===== config.mk =====
export PLATFORM = sky130hd
export DESIGN_NAME = vram_write_queue_flat
export DESIGN_NICKNAME = d
export VERILOG_FILES = /design/src/vwq_pkg.sv /design/src/vwq_if.sv /design/src/vwq_store.sv /design/src/vram_write_queue.sv /design/src/flat_wrapper.sv
export SDC_FILE = /design/constraint.sdc
export NUM_CORES = 1
export LEC_CHECK = 0
export BUFFER_PORTS_ARGS = -buffer_cell sky130_fd_sc_hd__buf_4
export CORE_MARGIN = 2
export CORE_UTILIZATION = 63
export DETAILED_ROUTE_END_ITERATION = 16
export GPL_ROUTABILITY_DRIVEN = 1
export GPL_TIMING_DRIVEN = 1
export PLACE_DENSITY = 0.8
export SYNTH_ARGS = -nofsm -noshare
export SYNTH_HDL_FRONTEND = slang
export SYNTH_HIERARCHICAL = 1
export SYNTH_SLANG_ARGS = --single-unit

===== constraint.sdc =====
create_clock -name i_clk -period 5.05 [get_ports i_clk]
set_input_delay 0.2525 -clock i_clk [delete_from_list [all_inputs] [get_ports i_clk]]
set_output_delay 0.2525 -clock i_clk [all_outputs]
set_load 0.01 [all_outputs]

===== src/vwq_pkg.sv =====
// Package for the video-memory write queue.
// Holds item codes, result codes, sequencer state types and fixed constants.
// No dependencies.
package vwq_pkg;

    // Item modes
    localparam logic [1:0] MODE_RESET = 2'd0;
    localparam logic [1:0] MODE_OPEN  = 2'd1;
    localparam logic [1:0] MODE_DATA  = 2'd2;
    localparam logic [1:0] MODE_FLUSH = 2'd3;

    // Result kinds
    localparam logic [1:0] KIND_OPEN_OK  = 2'd0;
    localparam logic [1:0] KIND_OPEN_REF = 2'd1;
    localparam logic [1:0] KIND_ADDR_WR  = 2'd2;
    localparam logic [1:0] KIND_DATA_WR  = 2'd3;

    // Header is address high, address low, length
    localparam int HEADER_BYTES = 3;

    // Cap on results of one flush
    localparam logic [5:0] MAX_RESULTS = 6'd62;

    // Main sequencer
    typedef enum logic [2:0] {
        ST_IDLE,
        ST_HDR_LO,
        ST_HDR_LEN,
        ST_REPLY,
        ST_FL_ISSUE,
        ST_FL_DATA,
        ST_FL_END
    } t_state;

    // Position within a record during flush replay
    typedef enum logic [1:0] {
        PH_HI,
        PH_LO,
        PH_LEN,
        PH_DATA
    } t_phase;

endpackage


===== src/vwq_if.sv =====
// Handshake interfaces for the write queue: item input and result output.
// Does not depend on vwq_pkg (none of its members are needed, widths are fixed).
interface vwq_in_if;
    logic        valid;
    logic        ready;
    logic [1:0]  mode;
    logic [15:0] vram_addr;
    logic [7:0]  entry_length;
    logic [7:0]  data_byte;

    modport source (output valid, output mode, output vram_addr, output entry_length,
                    output data_byte, input ready);
    modport sink   (input valid, input mode, input vram_addr, input entry_length,
                    input data_byte, output ready);
endinterface

interface vwq_out_if;
    logic       valid;
    logic       ready;
    logic [1:0] kind;
    logic [7:0] value;
    logic       last;

    modport source (output valid, output kind, output value, output last, input ready);
    modport sink   (input valid, input kind, input value, input last, output ready);
endinterface


===== src/vwq_store.sv =====
// Byte store of the write queue: one write port, one read port, registered read.
// Standalone; contents are undefined until written.
module vwq_store #(
    parameter int ADDR_W = 6
) (
    input  logic              i_clk,
    input  logic              i_we,
    input  logic [ADDR_W-1:0] i_waddr,
    input  logic [7:0]        i_wdata,
    input  logic              i_re,
    input  logic [ADDR_W-1:0] i_raddr,
    output logic [7:0]        o_rdata
);

    logic [7:0] r_mem [2**ADDR_W];
    logic [7:0] r_rdata;

    // Write port
    always_ff @(posedge i_clk) begin
        if (i_we) begin
            r_mem[i_waddr] <= i_wdata;
        end
    end

    // Read port, data held until the next read
    always_ff @(posedge i_clk) begin
        if (i_re) begin
            r_rdata <= r_mem[i_raddr];
        end
    end

    assign o_rdata = r_rdata;

endmodule


===== src/vram_write_queue.sv =====
// Video-memory write queue. Data and reset items are taken back to back.
// Open: accept, two header writes, reply into the output register;
// a refused open skips the header writes.
// Flush: accept, per byte an issue and a data step on the single store read port, an issue
// step per record end, final check and release; results drain through one output register.
// Reset: synchronous, active low; queue empty, no reservation; store undefined until written.
module vram_write_queue
    import vwq_pkg::*;
#(
    parameter int QUEUE_BYTES = 64
) (
    input  logic       i_clk,
    input  logic       i_rst_n,
    vwq_in_if.sink     i_in,
    vwq_out_if.source  o_out
);

    localparam int AW = $clog2(QUEUE_BYTES);
    localparam int LW = $clog2(QUEUE_BYTES + 2);
    localparam int SW = 10;

    // Control state
    t_state        r_state, n_state;
    t_phase        r_phase, n_phase;
    logic [LW-1:0] r_fill, n_fill;
    logic [AW-1:0] r_fptr, n_fptr;
    logic [7:0]    r_rsv, n_rsv;
    logic [LW-1:0] r_pos, n_pos;
    logic [5:0]    r_nres, n_nres;
    logic          r_hold_v, n_hold_v;
    logic          r_out_v;

    // Payload registers
    logic [AW-1:0] r_base, n_base;
    logic [7:0]    r_lo, n_lo;
    logic [7:0]    r_len, n_len;
    logic [1:0]    r_reply_kind, n_reply_kind;
    logic [7:0]    r_cnt, n_cnt;
    logic [1:0]    r_hold_kind, n_hold_kind;
    logic [7:0]    r_hold_val, n_hold_val;
    logic [1:0]    r_out_kind;
    logic [7:0]    r_out_val;
    logic          r_out_last;

    // Store access and output load
    logic          w_we;
    logic [AW-1:0] w_waddr;
    logic [7:0]    w_wdata;
    logic          w_re;
    logic [7:0]    w_rdata;
    logic          w_in_ready;
    logic          w_out_free;
    logic          w_out_load;
    logic [1:0]    w_ld_kind;
    logic [7:0]    w_ld_val;
    logic          w_ld_last;
    logic [SW-1:0] w_need;
    logic          w_refuse;

    vwq_store #(
        .ADDR_W (AW)
    ) u_store (
        .i_clk   (i_clk),
        .i_we    (w_we),
        .i_waddr (w_waddr),
        .i_wdata (w_wdata),
        .i_re    (w_re),
        .i_raddr (r_pos[AW-1:0]),
        .o_rdata (w_rdata)
    );

    // Room check for an open
    assign w_need   = SW'(r_fill) + SW'(HEADER_BYTES) + SW'(i_in.entry_length);
    assign w_refuse = (w_need >= SW'(QUEUE_BYTES));

    assign w_out_free = !r_out_v || o_out.ready;
    assign i_in.ready = w_in_ready;

    // Sequencer: next state, store access, output load
    always_comb begin
        n_state      = r_state;
        n_phase      = r_phase;
        n_fill       = r_fill;
        n_fptr       = r_fptr;
        n_rsv        = r_rsv;
        n_pos        = r_pos;
        n_nres       = r_nres;
        n_hold_v     = r_hold_v;
        n_base       = r_base;
        n_lo         = r_lo;
        n_len        = r_len;
        n_reply_kind = r_reply_kind;
        n_cnt        = r_cnt;
        n_hold_kind  = r_hold_kind;
        n_hold_val   = r_hold_val;
        w_we         = 1'b0;
        w_waddr      = r_base;
        w_wdata      = r_len;
        w_re         = 1'b0;
        w_in_ready   = 1'b0;
        w_out_load   = 1'b0;
        w_ld_kind    = r_hold_kind;
        w_ld_val     = r_hold_val;
        w_ld_last    = 1'b0;

        case (r_state)
            ST_IDLE: begin
                w_in_ready = 1'b1;
                if (i_in.valid) begin
                    case (i_in.mode)
                        MODE_RESET: begin
                            n_fill = '0;
                            n_fptr = '0;
                            n_rsv  = '0;
                        end
                        MODE_OPEN: begin
                            if (w_refuse) begin
                                n_rsv        = '0;
                                n_reply_kind = KIND_OPEN_REF;
                                n_state      = ST_REPLY;
                            end else begin
                                // address high byte goes in now, the rest follows
                                w_we         = 1'b1;
                                w_waddr      = r_fill[AW-1:0];
                                w_wdata      = i_in.vram_addr[15:8];
                                n_base       = AW'(r_fill + LW'(1));
                                n_lo         = i_in.vram_addr[7:0];
                                n_len        = i_in.entry_length;
                                n_fptr       = AW'(r_fill + LW'(HEADER_BYTES));
                                n_rsv        = i_in.entry_length;
                                n_fill       = LW'(w_need);
                                n_reply_kind = KIND_OPEN_OK;
                                n_state      = ST_HDR_LO;
                            end
                        end
                        MODE_DATA: begin
                            if (r_rsv != 8'd0) begin
                                w_we    = 1'b1;
                                w_waddr = r_fptr;
                                w_wdata = i_in.data_byte;
                                n_fptr  = r_fptr + AW'(1);
                                n_rsv   = r_rsv - 8'd1;
                            end
                        end
                        MODE_FLUSH: begin
                            n_pos    = '0;
                            n_nres   = '0;
                            n_phase  = PH_HI;
                            n_hold_v = 1'b0;
                            n_state  = ST_FL_ISSUE;
                        end
                        default: begin
                        end
                    endcase
                end
            end

            ST_HDR_LO: begin
                w_we    = 1'b1;
                w_wdata = r_lo;
                n_base  = r_base + AW'(1);
                n_state = ST_HDR_LEN;
            end

            ST_HDR_LEN: begin
                w_we    = 1'b1;
                w_wdata = r_len;
                n_state = ST_REPLY;
            end

            ST_REPLY: begin
                if (w_out_free) begin
                    w_out_load = 1'b1;
                    w_ld_kind  = r_reply_kind;
                    w_ld_val   = 8'd0;
                    w_ld_last  = 1'b1;
                    n_state    = ST_IDLE;
                end
            end

            // Decide whether the walk goes on and issue the next read
            ST_FL_ISSUE: begin
                case (r_phase)
                    PH_HI: begin
                        if ((r_pos < r_fill) && (r_nres < MAX_RESULTS)) begin
                            w_re    = 1'b1;
                            n_state = ST_FL_DATA;
                        end else begin
                            n_state = ST_FL_END;
                        end
                    end
                    PH_LO: begin
                        if (r_nres < MAX_RESULTS) begin
                            w_re    = 1'b1;
                            n_state = ST_FL_DATA;
                        end else begin
                            n_state = ST_FL_END;
                        end
                    end
                    PH_LEN: begin
                        w_re    = 1'b1;
                        n_state = ST_FL_DATA;
                    end
                    PH_DATA: begin
                        if ((r_cnt != 8'd0) && (r_pos < r_fill) &&
                            (r_nres < MAX_RESULTS)) begin
                            w_re    = 1'b1;
                            n_state = ST_FL_DATA;
                        end else begin
                            n_phase = PH_HI;
                        end
                    end
                    default: begin
                        n_state = ST_FL_END;
                    end
                endcase
            end

            // Read data is back; the previous result is held until the next
            // one shows that it was not the last
            ST_FL_DATA: begin
                if (r_phase == PH_LEN) begin
                    n_cnt   = w_rdata;
                    n_phase = PH_DATA;
                    n_pos   = r_pos + LW'(1);
                    n_state = ST_FL_ISSUE;
                end else if (!r_hold_v || w_out_free) begin
                    w_out_load  = r_hold_v;
                    n_hold_v    = 1'b1;
                    n_hold_kind = (r_phase == PH_DATA) ? KIND_DATA_WR : KIND_ADDR_WR;
                    n_hold_val  = w_rdata;
                    n_nres      = r_nres + 6'd1;
                    n_pos       = r_pos + LW'(1);
                    n_state     = ST_FL_ISSUE;
                    case (r_phase)
                        PH_HI:   n_phase = PH_LO;
                        PH_LO:   n_phase = PH_LEN;
                        PH_DATA: n_cnt   = r_cnt - 8'd1;
                        default: n_phase = PH_HI;
                    endcase
                end
            end

            // Release the final result with last set, then empty the queue
            ST_FL_END: begin
                if (!r_hold_v || w_out_free) begin
                    w_out_load = r_hold_v;
                    w_ld_last  = 1'b1;
                    n_hold_v   = 1'b0;
                    n_fill     = '0;
                    n_fptr     = '0;
                    n_rsv      = '0;
                    n_state    = ST_IDLE;
                end
            end

            default: begin
                n_state = ST_IDLE;
            end
        endcase
    end

    // Control registers
    always_ff @(posedge i_clk) begin
        if (!i_rst_n) begin
            r_state  <= ST_IDLE;
            r_phase  <= PH_HI;
            r_fill   <= '0;
            r_fptr   <= '0;
            r_rsv    <= '0;
            r_pos    <= '0;
            r_nres   <= '0;
            r_hold_v <= 1'b0;
        end else begin
            r_state  <= n_state;
            r_phase  <= n_phase;
            r_fill   <= n_fill;
            r_fptr   <= n_fptr;
            r_rsv    <= n_rsv;
            r_pos    <= n_pos;
            r_nres   <= n_nres;
            r_hold_v <= n_hold_v;
        end
    end

    // Payload registers
    always_ff @(posedge i_clk) begin
        r_base       <= n_base;
        r_lo         <= n_lo;
        r_len        <= n_len;
        r_reply_kind <= n_reply_kind;
        r_cnt        <= n_cnt;
        r_hold_kind  <= n_hold_kind;
        r_hold_val   <= n_hold_val;
    end

    // Output register
    always_ff @(posedge i_clk) begin
        if (!i_rst_n) begin
            r_out_v <= 1'b0;
        end else if (w_out_load) begin
            r_out_v <= 1'b1;
        end else if (o_out.ready) begin
            r_out_v <= 1'b0;
        end
    end

    always_ff @(posedge i_clk) begin
        if (w_out_load) begin
            r_out_kind <= w_ld_kind;
            r_out_val  <= w_ld_val;
            r_out_last <= w_ld_last;
        end
    end

    assign o_out.valid = r_out_v;
    assign o_out.kind  = r_out_kind;
    assign o_out.value = r_out_val;
    assign o_out.last  = r_out_last;

endmodule


===== src/flat_wrapper.sv =====
// flat-port wrapper written by rule: the top's interface ports become plain ports
module vram_write_queue_flat import vwq_pkg::*;
#(
    parameter int QUEUE_BYTES = 64
)
  (i_clk, i_rst_n, i_in_valid, i_in_mode, i_in_vram_addr, i_in_entry_length, i_in_data_byte, i_in_ready, o_out_valid, o_out_kind, o_out_value, o_out_last, o_out_ready);
  vwq_in_if i_in_i ();
  vwq_out_if o_out_i ();
  input  logic i_clk;
  input  logic i_rst_n;
  input wire logic [$bits(i_in_i.valid)-1:0] i_in_valid;
  input wire logic [$bits(i_in_i.mode)-1:0] i_in_mode;
  input wire logic [$bits(i_in_i.vram_addr)-1:0] i_in_vram_addr;
  input wire logic [$bits(i_in_i.entry_length)-1:0] i_in_entry_length;
  input wire logic [$bits(i_in_i.data_byte)-1:0] i_in_data_byte;
  output wire logic [$bits(i_in_i.ready)-1:0] i_in_ready;
  output wire logic [$bits(o_out_i.valid)-1:0] o_out_valid;
  output wire logic [$bits(o_out_i.kind)-1:0] o_out_kind;
  output wire logic [$bits(o_out_i.value)-1:0] o_out_value;
  output wire logic [$bits(o_out_i.last)-1:0] o_out_last;
  input wire logic [$bits(o_out_i.ready)-1:0] o_out_ready;
  assign i_in_i.valid = i_in_valid;
  assign i_in_i.mode = i_in_mode;
  assign i_in_i.vram_addr = i_in_vram_addr;
  assign i_in_i.entry_length = i_in_entry_length;
  assign i_in_i.data_byte = i_in_data_byte;
  assign i_in_ready = i_in_i.ready;
  assign o_out_valid = o_out_i.valid;
  assign o_out_kind = o_out_i.kind;
  assign o_out_value = o_out_i.value;
  assign o_out_last = o_out_i.last;
  assign o_out_i.ready = o_out_ready;
  vram_write_queue #(.QUEUE_BYTES(QUEUE_BYTES)) u_core (.i_clk(i_clk), .i_rst_n(i_rst_n), .i_in(i_in_i), .o_out(o_out_i));
endmodule

==> impl_metrics.csv <==
group,metric,value,unit
run_status,outcome,"completed",
sta,min_period,4.73,ns
pwr,p_per_area,431,mW/mm²
setup_path,start_kind,"flip-flop",
logic_synthesis,async_flop_share,0,
global_route,grt_pass1_wl,94200,µm
floorplanning,die_height,207,µm
logic_synthesis,synth_cell_types,77,
clock_tree,cts_buffers,57,
place,io_buffer_count,50,
setup_path,path_buf_inv,3,
global_route,gr-usage-all-layers,0.294,
pwr,irDropWorstVdd,0.396,mV
sta,timing.final.crit_share,0.936,
finish,num-nets-final,1760,
place,place.gp.congestion,0.916,
clock_tree,cts_tree,"done",
place,placed_cells,2139,
finish,syn_to_final_growth,12.3,%
finish,drive_gt1_frac,0.211,
routing,vias,15400,
sta,finalSetupViolations,0,
sta,slew_headroom,0.221,
setup_path,cp_slowest_stage_delay,0.56,ns
global_route,grt_pass1_vias,15200,
sta,grt_setup_unrepaired,"no",
setup_path,path_cells,"inv_1, ha_1, inv_1, ha_1, fa_1, a21oi_1, o311ai_2, nor2_8, inv_4, nor4_1, a311o_1, or3b_2, or2_2, nor2_1",
floorplanning,start_util,0.638,
logic_synthesis,synthTopCellsByArea,"edfxtp_1 66%, mux4_2 11%, dfxtp_1 3.2%",
logic_synthesis,synth_seq_area_share,0.691,
setup_path,cp.required,5.30,ns
logic_synthesis,syn_nets,1650,
sta,tns,0,ns
setup_path,cp-end-kind,"flip-flop",
finish,final_cells,2263,
sta,tightest_slew,1.17,ns
run,maxCapViolCount,0,
setup_path,worstPathMaxFanout,23,
pwr,p_leak,9.38,nW
logic_synthesis,avgSynthCellArea,16.5,µm²
floorplanning,ios,51,
routing,detail-route-antenna-nets,0,
logic_synthesis,synth_top_area_frac,0.660,
floorplanning,dieWidth,207,µm
sta,fin_ws,0.323,ns
place,dpl.hpwl,38300,µm
setup_path,crit_type,"reg -> reg",
logic_synthesis,synth_seq_cells,612,
setup_path,critPathTopFamily,"simple AND/OR/NAND/NOR gates",
logic_synthesis,syn_inst,1573,
global_route,antenna_found_initial,1,
logic_synthesis,yosys.area.top_type,"edfxtp_1",
routing,detail_route.wl_per_cell,27.8,µm
sta,clock_skew,0.0115,ns
clock_tree,clock_latency,0.62,ns
routing,routed_wirelength,62900,µm
clock_tree,cts_sinks,612,
place,pre_cts_ws,0.272,ns
logic_synthesis,synth_edf_count,571,
routing,avgViaCountPerCell,6.80,
logic_synthesis,netlist_area,0.0260,mm²
clock_tree,clockBufferDepth,3,
logic_synthesis,ys.flop_type,"edfxtp_1",
clock_tree,htreeDepth,2,
routing,drcViolationCount,0,
floorplanning,num_rows,74,
clock_tree,clk_pin_slew,0.06,ns
floorplanning,die_area,0.0429,mm²
routing,drt-pass1-iter-count,8,
setup_path,arrival,4.97,ns
finish,fillCellCount,2378,
global_route,overflow,0,
hold_path,hold_class,"in -> reg",
sta,fmax,0.212,GHz
sta,finalMaxSlewViolations,0,
floorplanning,core-area,0.0407,mm²
setup_path,slowest_stage,"nor2_1",
sta,hold_violations,0,
clock_tree,cts_root_buf,"clkbuf_16",
routing,drtIter0Drc,2338,
logic_synthesis,yosysWarnings,6,
global_route,grt_max_degree,65,
power by group:
part	leakage [nW]	switching (mW)	total [mW]	internal, mW
clock	0.915	1.83	4.29	2.46
combinational	2.99	1.43	1.93	0.506
sequential	5.47	0.0839	6.37	6.28
total	9.38	3.34	12.6	9.25
per-layer routing:
metal,up-vias,routed length [µm],track usage
met1,7680,22900,0.402
met5,-,0,0
met2,1028,29900,0.459
li1,6499,-,-
met3,178,7550,0.0794
met4,0,2540,0.109
state kept, by name (all words and copies together), names as in the netlist, 3 cells and up:
name and cells:
u_core/r_len 8, u_core/r_base 6, u_core/r_fill 7, u_core/r_cnt 8, u_core/o_out.value 8, u_core/r_rsv 8, u_core/u_store/o_rdata 8, u_core/r_pos 7
u_core/r_state 3, u_core/r_fptr 6, u_core/r_lo 8, u_core/r_hold_val 8, u_core/r_nres 6, u_core/u_store/r_mem 512
kinds of logic after synthesis:
kind of cell	Yosys count	synth area share
fa+ha+maj	39	0.0191
compound gates	241	0.0646
buf+inv	123	0.0233
simple gates	364	0.0679
flops	612	0.691
mux	164	0.123
xor+xnor	30	0.0104
what timing repair did:
| item | CTS | global route |
|---|---|---|
| setup buffers | 0 | 0 |
| hold buffers | 17 | 0 |
| endpoints found under the setup margin | 0 | 8 |
| hold endpoints to repair | 25 | 0 |
| resized for setup | 0 | 1 |
final timing paths:
check / depth (start not counted) / slack (ns) / to / from
setup / recovery: 14 / 0.32 / u_core/u_store/r_mem[60][1]$_DFFE_PP_ / u_core/r_fill[1]$_SDFFE_PN0P_
hold / removal: 3 / 0.03 / u_core/o_out.valid$_SDFFE_PN0P_ / o_out_ready
setup reg to reg: 14 / 0.32 / u_core/u_store/r_mem[60][1]$_DFFE_PP_ / u_core/r_fill[1]$_SDFFE_PN0P_
hold reg to reg: 0 / 0.45 / u_core/r_hold_val[7]$_DFFE_PP_ / u_core/u_store/o_rdata[7]$_DFFE_PP_
Yosys cell counts, types with 20 or more instances:
library cell    n
nor2_1        124
ha_1           38
nand3_1        37
clkbuf_1       39
xor2_1         20
mux4_2        124
nor2b_1        23
mux2i_1        29
nand2_1        84
dfxtp_1        41
o22ai_1        31
a21oi_1        43
inv_1          36
o21ai_0        32
edfxtp_1      571
buf_2          21
worst reg2reg max path: cells and delay by family, from the launching register on:
family / cells / cell delay [ns]
DFF: 1 / 0.37
adders and majority gates: 3 / 0.93
and+or+nand+nor: 5 / 1.97
buffers and inverters: 3 / 0.30
AOI/OAI and AO/OA: 3 / 0.78
through the flow:
step	area, µm²	power (mW)	hold WS [ns]	util
floorplan	26000	7.66	0.351	-
global placement	27100	8.28	0.431	0.666
detailed placement	27100	8.34	0.432	0.666
CTS	29200	12.6	0.0134	0.716
global route	29200	13.0	0.0696	0.716
finish	29200	12.6	0.0297	0.716
area by class of cell:
type	count	area, µm²	area share
clock inverters	38	378	0.0129
well taps	532	666	0.0228
multi-input cells	838	7420	0.254
clock buffers	68	1490	0.0510
inverters	42	165	0.00566
flip-flops and latches	612	18000	0.616
repair buffers	132	1080	0.0371
diodes	1	2.50	0.0000858
cells in the final DEF, fill, tap and decap left out, types with 15 or more instances in the layout:
| cell type | n |
|---|---|
| nor2_1 | 123 |
| a21oi_1 | 43 |
| o221ai_1 | 16 |
| a31oi_1 | 15 |
| edfxtp_1 | 571 |
| ha_1 | 38 |
| nand2_1 | 83 |
| o22ai_1 | 31 |
| clkbuf_16 | 58 |
| xor2_1 | 20 |
| buf_4 | 111 |
| dfxtp_1 | 38 |
| mux2i_1 | 29 |
| clkinv_1 | 16 |
| mux4_2 | 124 |
| nor2b_1 | 23 |
| a22o_1 | 18 |
| inv_1 | 36 |
| o21ai_0 | 32 |
| nand3_1 | 37 |
| dlygate4sd3_1 | 17 |
Power figures use the tool's default switching activity.
